==> config.mk <==
export PLATFORM = sky130hd
export DESIGN_NAME = arp_responder_gateway_cache
export DESIGN_NICKNAME = d
export VERILOG_FILES = /design/src/rtl/arp_rgc_pkg.sv /design/src/rtl/arp_rgc_front.sv /design/src/rtl/arp_rgc_queue.sv /design/src/rtl/arp_rgc_back.sv /design/src/rtl/arp_responder_gateway_cache.sv
export SDC_FILE = /design/constraint.sdc
export NUM_CORES = 1
export LEC_CHECK = 0
export ABC_CLOCK_PERIOD_IN_PS = 22400
export BUFFER_PORTS_ARGS = -buffer_cell sky130_fd_sc_hd__buf_2
export CAP_MARGIN = 5
export CORE_MARGIN = 2
export CORE_UTILIZATION = 50
export DETAILED_ROUTE_END_ITERATION = 8
export GPL_TIMING_DRIVEN = 0
export HOLD_SLACK_MARGIN = 0.05
export PLACE_DENSITY = 0.72
export SETUP_SLACK_MARGIN = 0.5
export SLEW_MARGIN = 20
export SYNTH_ARGS = -nofsm -noshare
export SYNTH_HDL_FRONTEND = slang
export SYNTH_SLANG_ARGS = --single-unit
==> constraint.sdc <==
create_clock -name clk -period 22.4 [get_ports clk]
set_clock_uncertainty 0.2 [all_clocks]
set_input_delay 4.48 -clock clk [delete_from_list [all_inputs] [get_ports clk]]
set_output_delay 4.48 -clock clk [all_outputs]
set_load 0.05 [all_outputs]
==> src/rtl/arp_rgc_pkg.sv <==
// ----------------------------------------------------------------------------
// arp_rgc_pkg - shared types and constants of the ARP responder
// Frame descriptor, register indexes and the beat builder for generated frames.
// ----------------------------------------------------------------------------
`default_nettype none

package arp_rgc_pkg;

  // Register indexes on the configuration port
  localparam logic [1:0] CFG_OWN_MAC    = 2'd0;
  localparam logic [1:0] CFG_OWN_IP     = 2'd1;
  localparam logic [1:0] CFG_GATEWAY_IP = 2'd2;
  localparam logic [1:0] CFG_LIFETIME   = 2'd3;

  // Reset values of the registers
  localparam logic [47:0] OWN_MAC_RST    = 48'h0600_0000_0000;
  localparam logic [31:0] OWN_IP_RST     = 32'hC000_0264;
  localparam logic [31:0] GATEWAY_IP_RST = 32'hC000_0201;
  localparam logic [15:0] LIFETIME_RST   = 16'd16;

  // Input op codes
  localparam logic OP_BEAT = 1'b0;
  localparam logic OP_TICK = 1'b1;

  localparam logic [7:0]  ARP_OP_REQ   = 8'h01;
  localparam logic [15:0] OPC_REQUEST  = 16'h0001;
  localparam logic [15:0] OPC_REPLY    = 16'h0002;
  localparam logic [31:0] W1_TAIL      = 32'h0806_0001;
  localparam logic [31:0] W2_HEAD      = 32'h0800_0604;
  localparam logic [47:0] MAC_BCAST    = 48'hFFFF_FFFF_FFFF;

  localparam int          HIST_DEPTH   = 5;
  localparam int          BEAT_IDX_W   = 3;
  localparam logic [BEAT_IDX_W-1:0] BEAT_FIRST = 3'd0;
  localparam logic [BEAT_IDX_W-1:0] BEAT_LAST  = 3'd5;
  localparam logic [2:0]  EMPTY_LAST   = 3'd6;

  localparam int          QUEUE_DEPTH_DEF = 4;

  // One queued frame: destination (equal to target MAC), kind, target IP and
  // the gateway MAC reported alongside every beat of the frame.
  typedef struct packed {
    logic [47:0] dst_mac;
    logic        is_reply;
    logic [31:0] tgt_ip;
    logic [47:0] gw_mac;
  } frame_desc_t;

  function automatic logic [63:0] build_beat(input frame_desc_t d,
                                             input logic [BEAT_IDX_W-1:0] idx,
                                             input logic [47:0] own_mac,
                                             input logic [31:0] own_ip);
    logic [63:0] w;
    logic [15:0] opc;
    w   = '0;
    opc = d.is_reply ? OPC_REPLY : OPC_REQUEST;
    unique case (idx)
      3'd0:    w = {d.dst_mac, own_mac[47:32]};
      3'd1:    w = {own_mac[31:0], W1_TAIL};
      3'd2:    w = {W2_HEAD, opc, own_mac[47:32]};
      3'd3:    w = {own_mac[31:0], own_ip};
      3'd4:    w = {d.dst_mac, d.tgt_ip[31:16]};
      3'd5:    w = {d.tgt_ip[15:0], 48'h0};
      default: w = '0;
    endcase
    return w;
  endfunction

endpackage

`default_nettype wire

==> src/rtl/arp_rgc_front.sv <==
// ----------------------------------------------------------------------------
// arp_rgc_front - beat history, ARP decode and gateway cache
// Accepts beats and ticks, keeps the cache state and queues frames to send.
// ----------------------------------------------------------------------------
`default_nettype none

module arp_rgc_front import arp_rgc_pkg::*; (
  input  wire logic        clk,
  input  wire logic        rst_n,
  input  wire logic        accept,
  input  wire logic        op,
  input  wire logic [63:0] beat_data,
  input  wire logic        beat_sop,
  input  wire logic [31:0] own_ip,
  input  wire logic [31:0] gateway_ip,
  input  wire logic [15:0] cache_lifetime,
  output logic             push,
  output frame_desc_t      push_desc
);

  logic [63:0] hist_data_r [HIST_DEPTH];
  logic [HIST_DEPTH-1:0] hist_sop_r;
  logic [47:0] gw_mac_r, gw_mac_nxt;
  logic [15:0] countdown_r, countdown_nxt;

  logic [7:0]  opc;
  logic [47:0] src_mac;
  logic [31:0] src_ip, dst_ip;
  logic        is_arp_pos, for_own, for_gw, from_gw, learn;

  // Fields at fixed places of a frame whose start is five beats back
  assign opc     = hist_data_r[2][23:16];
  assign src_mac = {hist_data_r[2][15:0], hist_data_r[1][63:32]};
  assign src_ip  = hist_data_r[1][31:0];
  assign dst_ip  = {hist_data_r[0][15:0], beat_data[63:48]};

  assign is_arp_pos = (op == OP_BEAT) && hist_sop_r[HIST_DEPTH-1];
  assign for_own    = (dst_ip == own_ip);
  assign for_gw     = (dst_ip == gateway_ip);
  assign from_gw    = (src_ip == gateway_ip);

  always_comb begin
    learn = 1'b0;
    if (is_arp_pos) begin
      if (opc == ARP_OP_REQ) begin
        learn = !for_own && for_gw && from_gw;
      end else begin
        learn = from_gw;
      end
    end
  end

  always_comb begin
    push               = 1'b0;
    push_desc.dst_mac  = MAC_BCAST;
    push_desc.is_reply = 1'b0;
    push_desc.tgt_ip   = gateway_ip;
    push_desc.gw_mac   = gw_mac_r;
    gw_mac_nxt         = gw_mac_r;
    countdown_nxt      = countdown_r;
    if (accept) begin
      if (op == OP_TICK) begin
        if (countdown_r == '0) begin
          push = 1'b1;
        end else begin
          countdown_nxt = countdown_r - 16'd1;
        end
      end else if (is_arp_pos && opc == ARP_OP_REQ && for_own) begin
        push               = 1'b1;
        push_desc.dst_mac  = src_mac;
        push_desc.is_reply = 1'b1;
        push_desc.tgt_ip   = src_ip;
      end else if (learn) begin
        gw_mac_nxt    = src_mac;
        countdown_nxt = cache_lifetime;
      end
    end
  end

  // Shift the history on each accepted beat; data needs no reset since a
  // set start flag in the oldest slot implies every younger slot was written
  always_ff @(posedge clk) begin
    if (accept && op == OP_BEAT) begin
      hist_data_r[0] <= beat_data;
      for (int i = 1; i < HIST_DEPTH; i++) begin
        hist_data_r[i] <= hist_data_r[i-1];
      end
    end
  end

  always_ff @(posedge clk) begin
    if (!rst_n) begin
      hist_sop_r  <= '0;
      gw_mac_r    <= '0;
      countdown_r <= '0;
    end else begin
      if (accept && op == OP_BEAT) begin
        hist_sop_r <= {hist_sop_r[HIST_DEPTH-2:0], beat_sop};
      end
      gw_mac_r    <= gw_mac_nxt;
      countdown_r <= countdown_nxt;
    end
  end

endmodule

`default_nettype wire

==> src/rtl/arp_rgc_queue.sv <==
// ----------------------------------------------------------------------------
// arp_rgc_queue - frame descriptor queue
// Decouples the decode side from frame serialization.
// ----------------------------------------------------------------------------
`default_nettype none

module arp_rgc_queue import arp_rgc_pkg::*; #(
  parameter int DEPTH = QUEUE_DEPTH_DEF
) (
  input  wire logic        clk,
  input  wire logic        rst_n,
  input  wire logic        push,
  input  wire frame_desc_t push_desc,
  input  wire logic        pop,
  output frame_desc_t      head,
  output logic             full,
  output logic             empty
);

  localparam int PTR_W = $clog2(DEPTH);
  localparam int CNT_W = $clog2(DEPTH + 1);

  frame_desc_t       slot_r [DEPTH];
  logic [PTR_W-1:0]  wr_ptr_r, wr_ptr_nxt, rd_ptr_r, rd_ptr_nxt;
  logic [CNT_W-1:0]  count_r, count_nxt;

  assign full  = (count_r == CNT_W'(DEPTH));
  assign empty = (count_r == '0);
  assign head  = slot_r[rd_ptr_r];

  always_comb begin
    wr_ptr_nxt = wr_ptr_r;
    rd_ptr_nxt = rd_ptr_r;
    count_nxt  = count_r;
    if (push) begin
      wr_ptr_nxt = (wr_ptr_r == PTR_W'(DEPTH - 1)) ? '0 : wr_ptr_r + PTR_W'(1);
    end
    if (pop) begin
      rd_ptr_nxt = (rd_ptr_r == PTR_W'(DEPTH - 1)) ? '0 : rd_ptr_r + PTR_W'(1);
    end
    if (push && !pop) begin
      count_nxt = count_r + CNT_W'(1);
    end else if (pop && !push) begin
      count_nxt = count_r - CNT_W'(1);
    end
  end

  always_ff @(posedge clk) begin
    if (push) begin
      slot_r[wr_ptr_r] <= push_desc;
    end
  end

  always_ff @(posedge clk) begin
    if (!rst_n) begin
      wr_ptr_r <= '0;
      rd_ptr_r <= '0;
      count_r  <= '0;
    end else begin
      wr_ptr_r <= wr_ptr_nxt;
      rd_ptr_r <= rd_ptr_nxt;
      count_r  <= count_nxt;
    end
  end

  a_no_overflow: assert property (@(posedge clk) disable iff (!rst_n)
    push && !pop |-> !full)
    else $error("queue pushed while full");

  a_no_underflow: assert property (@(posedge clk) disable iff (!rst_n)
    pop |-> !empty)
    else $error("queue popped while empty");

  a_count_bound: assert property (@(posedge clk) disable iff (!rst_n)
    count_r <= CNT_W'(DEPTH))
    else $error("queue count beyond depth");

endmodule

`default_nettype wire

==> src/rtl/arp_rgc_back.sv <==
// ----------------------------------------------------------------------------
// arp_rgc_back - frame serializer
// Turns queued descriptors into six-beat frames behind an output register.
// ----------------------------------------------------------------------------
`default_nettype none

module arp_rgc_back import arp_rgc_pkg::*; (
  input  wire logic        clk,
  input  wire logic        rst_n,
  input  wire frame_desc_t head,
  input  wire logic        q_empty,
  output logic             pop,
  input  wire logic [47:0] own_mac,
  input  wire logic [31:0] own_ip,
  output logic             out_valid,
  input  wire logic        out_ready,
  output logic [63:0]      out_data,
  output logic             out_sop,
  output logic             out_eop,
  output logic [2:0]       out_empty,
  output logic [47:0]      out_gateway_mac_seen
);

  frame_desc_t desc_r, desc_nxt;
  logic        active_r, active_nxt;
  logic [BEAT_IDX_W-1:0] idx_r, idx_nxt;
  logic        out_valid_r, out_valid_nxt;
  logic [63:0] data_r;
  logic        sop_r, eop_r;
  logic [2:0]  empty_r;
  logic [47:0] gw_r;
  logic        slot_free, adv, last;

  assign slot_free = !out_valid_r || out_ready;
  assign adv       = active_r && slot_free;
  assign last      = (idx_r == BEAT_LAST);
  assign pop       = !q_empty && (!active_r || (adv && last));

  always_comb begin
    desc_nxt      = desc_r;
    active_nxt    = active_r;
    idx_nxt       = idx_r;
    out_valid_nxt = out_valid_r;
    if (slot_free) begin
      out_valid_nxt = active_r;
    end
    if (adv) begin
      idx_nxt = last ? BEAT_FIRST : idx_r + BEAT_IDX_W'(1);
      if (last) begin
        active_nxt = 1'b0;
      end
    end
    if (pop) begin
      desc_nxt   = head;
      active_nxt = 1'b1;
      idx_nxt    = BEAT_FIRST;
    end
  end

  // Output payload loads only when a new beat enters the register
  always_ff @(posedge clk) begin
    desc_r <= desc_nxt;
    if (adv) begin
      data_r  <= build_beat(desc_r, idx_r, own_mac, own_ip);
      sop_r   <= (idx_r == BEAT_FIRST);
      eop_r   <= last;
      empty_r <= last ? EMPTY_LAST : 3'd0;
      gw_r    <= desc_r.gw_mac;
    end
  end

  always_ff @(posedge clk) begin
    if (!rst_n) begin
      active_r    <= 1'b0;
      idx_r       <= BEAT_FIRST;
      out_valid_r <= 1'b0;
    end else begin
      active_r    <= active_nxt;
      idx_r       <= idx_nxt;
      out_valid_r <= out_valid_nxt;
    end
  end

  assign out_valid            = out_valid_r;
  assign out_data             = data_r;
  assign out_sop              = sop_r;
  assign out_eop              = eop_r;
  assign out_empty            = empty_r;
  assign out_gateway_mac_seen = gw_r;

  a_frame_unbroken: assert property (@(posedge clk) disable iff (!rst_n)
    out_valid_r && out_ready && !eop_r |=> out_valid_r && !sop_r)
    else $error("gap inside a generated frame");

  a_eop_empty: assert property (@(posedge clk) disable iff (!rst_n)
    out_valid_r |-> (eop_r == (empty_r == EMPTY_LAST)) && !(sop_r && eop_r))
    else $error("frame markers inconsistent");

endmodule

`default_nettype wire

==> src/rtl/arp_responder_gateway_cache.sv <==
// A reply or refresh request passes the frame queue, descriptor register and
// output register; its six beats then leave one per cycle while out_ready holds.
// Throughput: one input item per cycle while the frame queue has a free slot;
// the queue holds QUEUE_DEPTH frames; serializer drains one beat a cycle while
// out_ready holds. Reset (synchronous, rst_n low): history flags, gateway MAC,
// countdown, queue, output stage clear; registers get defaults. No clearing pass.
// ----------------------------------------------------------------------------
// arp_responder_gateway_cache - ARP responder with gateway MAC cache
// Answers ARP requests for the own IP, learns the gateway MAC and refreshes it
// with broadcast requests driven by one-second ticks.
// ----------------------------------------------------------------------------
`default_nettype none

module arp_responder_gateway_cache import arp_rgc_pkg::*; #(
  parameter int QUEUE_DEPTH = QUEUE_DEPTH_DEF
) (
  input  wire logic        clk,
  input  wire logic        rst_n,
  // configuration write channel
  input  wire logic        cfg_valid,
  output logic             cfg_ready,
  input  wire logic [1:0]  cfg_index,
  input  wire logic [47:0] cfg_data,
  // input channel: packet beats and ticks
  input  wire logic        in_valid,
  output logic             in_ready,
  input  wire logic        in_op,
  input  wire logic [63:0] in_beat_data,
  input  wire logic        in_beat_sop,
  // result channel: generated frame beats
  output logic             out_valid,
  input  wire logic        out_ready,
  output logic [63:0]      out_data,
  output logic             out_sop,
  output logic             out_eop,
  output logic [2:0]       out_empty,
  output logic [47:0]      out_gateway_mac_seen
);

  // Config regs: written only while the block is idle, a user duty left unchecked
  logic [47:0] own_mac_r;
  logic [31:0] own_ip_r;
  logic [31:0] gateway_ip_r;
  logic [15:0] lifetime_r;

  logic        in_xfer;
  logic        push, pop, q_full, q_empty;
  frame_desc_t push_desc, head;

  assign cfg_ready = 1'b1;

  always_ff @(posedge clk) begin
    if (!rst_n) begin
      own_mac_r    <= OWN_MAC_RST;
      own_ip_r     <= OWN_IP_RST;
      gateway_ip_r <= GATEWAY_IP_RST;
      lifetime_r   <= LIFETIME_RST;
    end else if (cfg_valid && cfg_ready) begin
      unique case (cfg_index)
        CFG_OWN_MAC:    own_mac_r    <= cfg_data;
        CFG_OWN_IP:     own_ip_r     <= cfg_data[31:0];
        CFG_GATEWAY_IP: gateway_ip_r <= cfg_data[31:0];
        CFG_LIFETIME:   lifetime_r   <= cfg_data[15:0];
        default:        ;
      endcase
    end
  end

  // Hold off the input only when the frame queue has no room; every item may
  // queue at most one frame, so a free slot covers any item.
  assign in_ready = !q_full;
  assign in_xfer  = in_valid && in_ready;

  // Front: history, decode, gateway cache and refresh countdown
  arp_rgc_front u_front (
    .clk            (clk),
    .rst_n          (rst_n),
    .accept         (in_xfer),
    .op             (in_op),
    .beat_data      (in_beat_data),
    .beat_sop       (in_beat_sop),
    .own_ip         (own_ip_r),
    .gateway_ip     (gateway_ip_r),
    .cache_lifetime (lifetime_r),
    .push           (push),
    .push_desc      (push_desc)
  );

  // Queue of frames waiting for the serializer
  arp_rgc_queue #(
    .DEPTH (QUEUE_DEPTH)
  ) u_queue (
    .clk       (clk),
    .rst_n     (rst_n),
    .push      (push),
    .push_desc (push_desc),
    .pop       (pop),
    .head      (head),
    .full      (q_full),
    .empty     (q_empty)
  );

  // Back: advance one beat per transfer on the result channel
  arp_rgc_back u_back (
    .clk                  (clk),
    .rst_n                (rst_n),
    .head                 (head),
    .q_empty              (q_empty),
    .pop                  (pop),
    .own_mac              (own_mac_r),
    .own_ip               (own_ip_r),
    .out_valid            (out_valid),
    .out_ready            (out_ready),
    .out_data             (out_data),
    .out_sop              (out_sop),
    .out_eop              (out_eop),
    .out_empty            (out_empty),
    .out_gateway_mac_seen (out_gateway_mac_seen)
  );

endmodule

`default_nettype wire

==> results.ini <==
[run_status]
outcome=finished clean

[setup_path]
critPathArrivalTime_ns=8.88
cp.required_ns=22.81
worstSetupPathType=in2reg
r2r-end=u_queue.count_r[2]
rr_worst_depth=12
r2r_slack_ns=17.35
slowest_stage=nand3_1
slowest_delay_ns=0.65
worstPathMaxFanout=10
endpoint_kind=flop
cp_cell_sequence=buf_2, xnor2_1, nand4_1, nor4_2, nand3_1, clkbuf_1, a21oi_2, ha_1, inv_1, fa_1, xor2_1, or3_1, a21oi_1
r2r-start=u_front.hist_data_r[0][4]
setup.worst_path.start_class=input port

[yosys]
async_reset_ff_share_pct=0
synth_edf_count=911
synth_warnings=0
synth_area_sq_um=41420
synthCells=2498
ys_ff_latch=1120
synth_cell_types=61
synth.avg_cell_area_sq_um=16.58
yosysSeqAreaShare_pct=76.14
synth_fp_nets=2629
synth_ff_type=edfxtp_1

[drt]
drt-total-wl_microns=113300
drt_first_iter_violations=2715
dr_total_vias=23693
via_per_inst=5.873
drc=0
detail-route-antenna-nets=0
wl_per_cell_microns=28.09
drtPass1Iterations=6

[global_route]
track_usage_pct=26.56
top_usage_layer=met2
grt_use_met1_pct=37.02
met2_usage_pct=42.10
grt_pass1_wl_microns=161000
grt-ovfl-total=0
antenna_found_initial=9
use_met3_pct=5.024
grt_pass1_vias=23166
grt_max_degree=70

[power_and_ir_drop]
power_frac_comb_pct=21.1
p_per_area_nw_per_um2=122.8
swShare_pct=29.41
clkPwrFrac_pct=32.5
cellLeakagePower_uw=0.01679
p_int_uw=4195
p_switching_uw=1748
seqPwrFrac_pct=46.4
ir_drop_mv=0.06715

[clock_network]
cts_tree=yes
postCtsHoldBufs=0
cts_htree_levels=3
post_cts_buffers=0
clk_latency_ns=0.69
cts.sinks=1120
root_buffer=clkbuf_16
clkSlewWorstSetupHoldPaths_ns=0.07
clock_path_buffers=3
cts.repair.resized=0
numCtsBuffers=108

[timing]
grt_setup_unrepaired=no
fin_crit_sh_pct=37.81
worst_pin_slew_ns=1.165
max_freq_ghz=0.1181
finalSetupTns_ns=0
maxSlewHeadroom_pct=22.36
report.final.slew_viol_count=0
hold_viol=0
setup_viol=0
min_period_ns=8.469

[hold_path]
worstHoldStart=u_front.hist_data_r[0][26]
worstHoldEndpoint=u_front.hist_data_r[0][90]
hold_depth=0
min_path_type=reg2reg

[floorplan]
fp.dieH_microns=291.8
rows=105
die_w_microns=291.8
die_area_sq_um=85170
start_util_pct=50.45
core_area_sq_um=82110
io_pins=241

[layout]
synthToLayoutAreaGrowth_pct=16.78
num-fill-cells=6006
layout_commonest_cell=edfxtp_1
drive_gt1_share_pct=21.69
fin_cells=4034
nets=2996
layout_common_cells=edfxtp_1 (911), nand2_1 (298), buf_2 (243)

[job]
cap_violations=0

[place]
dp.cells=3825
port_buffers=236
hpwl_microns=79700
gp_congestion=0.9143

[how the worst max path moves through the flow]
stage                      from                     end  slack (ns)
2_1_floorplan          in_valid    u_front.gw_mac_r[27]        9.30
3_3_place_gp           in_valid    u_front.gw_mac_r[37]        0.71
3_5_place_dp   in_beat_data[58]      u_queue.count_r[2]       13.33
4_1_cts        in_beat_data[58]  u_queue.slot_r[3][107]       14.01
5_1_grt        in_beat_data[58]      u_queue.count_r[2]       13.93
6_report       in_beat_data[58]      u_queue.count_r[2]       13.93
[kinds of logic (layout without fill, tap and decap cells)]
family | count (synthesis) | in the layout | share of synthesized area (%)
XOR/XNOR | 99 | 99 | 2.093
AND/OR/NAND/NOR | 600 | 600 | 6.361
adder cells (fa/ha/maj) | 10 | 10 | 0.3202
AO/OA/AOI/OAI | 290 | 290 | 4.090
other | 2 | 6 | 0.01813
flip-flops | 1120 | 1120 | 76.14
multiplexers | 227 | 227 | 9.481
buffers and inverters | 150 | 612 | 1.498
[registers in the layout (all words and copies together) (netlist names), 2 cells and up]
| register | count |
|---|---|
| gateway_ip_r | 32 |
| u_queue.rd_ptr_r | 2 |
| u_front.hist_sop_r | 5 |
| u_queue.slot_r | 516 |
| u_front.hist_data_r | 152 |
| own_mac_r | 48 |
| u_back.desc_r | 129 |
| u_front.gw_mac_r | 48 |
| u_queue.wr_ptr_r | 2 |
| u_front.countdown_r | 16 |
| u_back.idx_r | 3 |
| u_queue.count_r | 3 |
| u_back.out_gateway_mac_seen | 48 |
| u_back.out_data | 64 |
| lifetime_r | 16 |
| own_ip_r | 32 |
[Yosys cell counts, drive strengths merged, types with 9 or more instances]
cell type | instances | area, sq um
nand3 | 26 | 130.1
mux4 | 129 | 2905
mux2i | 65 | 650.6
buf | 31 | 173.9
nor4 | 19 | 131.4
o21ai | 61 | 309.1
a22oi | 25 | 187.7
edfxtp | 911 | 27360
inv | 11 | 41.29
xnor2 | 37 | 324.1
a222oi | 15 | 150.1
clkbuf | 107 | 401.6
mux2 | 33 | 371.6
nand2 | 298 | 1119
nand4 | 14 | 87.58
ha | 9 | 112.6
and2 | 19 | 118.9
nor2 | 148 | 555.5
dfxtp | 209 | 4184
a21oi | 158 | 794.5
or3 | 56 | 362.8
xor2 | 62 | 543.0
[power groups by stage]
stage               logic, uW  registers [uW]  clock network, uW
finish                   1260            2760               1930
global route             1340            2780               2040
detailed placement       1260            2800                  0
global placement         1210            2870                  0
CTS                      1270            2760               1950
floorplan                 626            3020                  0
[metal layers]
layer / vias up / routed length [microns]
li1: 10249 / -
met1: 12015 / 45340
met2: 1208 / 53390
met3: 211 / 10440
met4: 10 / 4053
met5: - / 65
[stage by stage]
step           area [sq um]  worst slack (ns)  total power, uW  util, %  hold WS [ns]
2_1_floorplan         41420             9.298             3646        -        0.2003
3_3_place_gp          43940            0.7056             4072    53.52        0.2004
3_5_place_dp          44510             13.33             4062    54.20        0.2045
4_1_cts               48360             14.01             5977    58.90        0.2148
5_1_grt               48370             13.93             6148    58.90        0.2202
6_report              48380             13.93             5943    58.92        0.2134
[worst max-delay path, delay by kind of cell]
kind | cells | cell delay (ns)
buffers and inverters | 3 | 0.96
AND/OR/NAND/NOR | 4 | 1.66
XOR/XNOR | 2 | 0.34
AO/OA/AOI/OAI | 2 | 0.76
adder cells (fa/ha/maj) | 2 | 0.66
[final cells by class]
type	count	area, sq um	area share (%)
sequential	1120	31540	65.20
clock buffer	150	3126	6.461
inverter	12	52.55	0.1086
antenna	4	10.01	0.02069
multi-input combinational	1228	9294	19.21
clock inverter	55	732.0	1.513
buffer	138	584.3	1.208
timing repair buffer	257	1699	3.512
tap	1070	1339	2.767
Note: power is estimated with default switching activity, not from simulation.
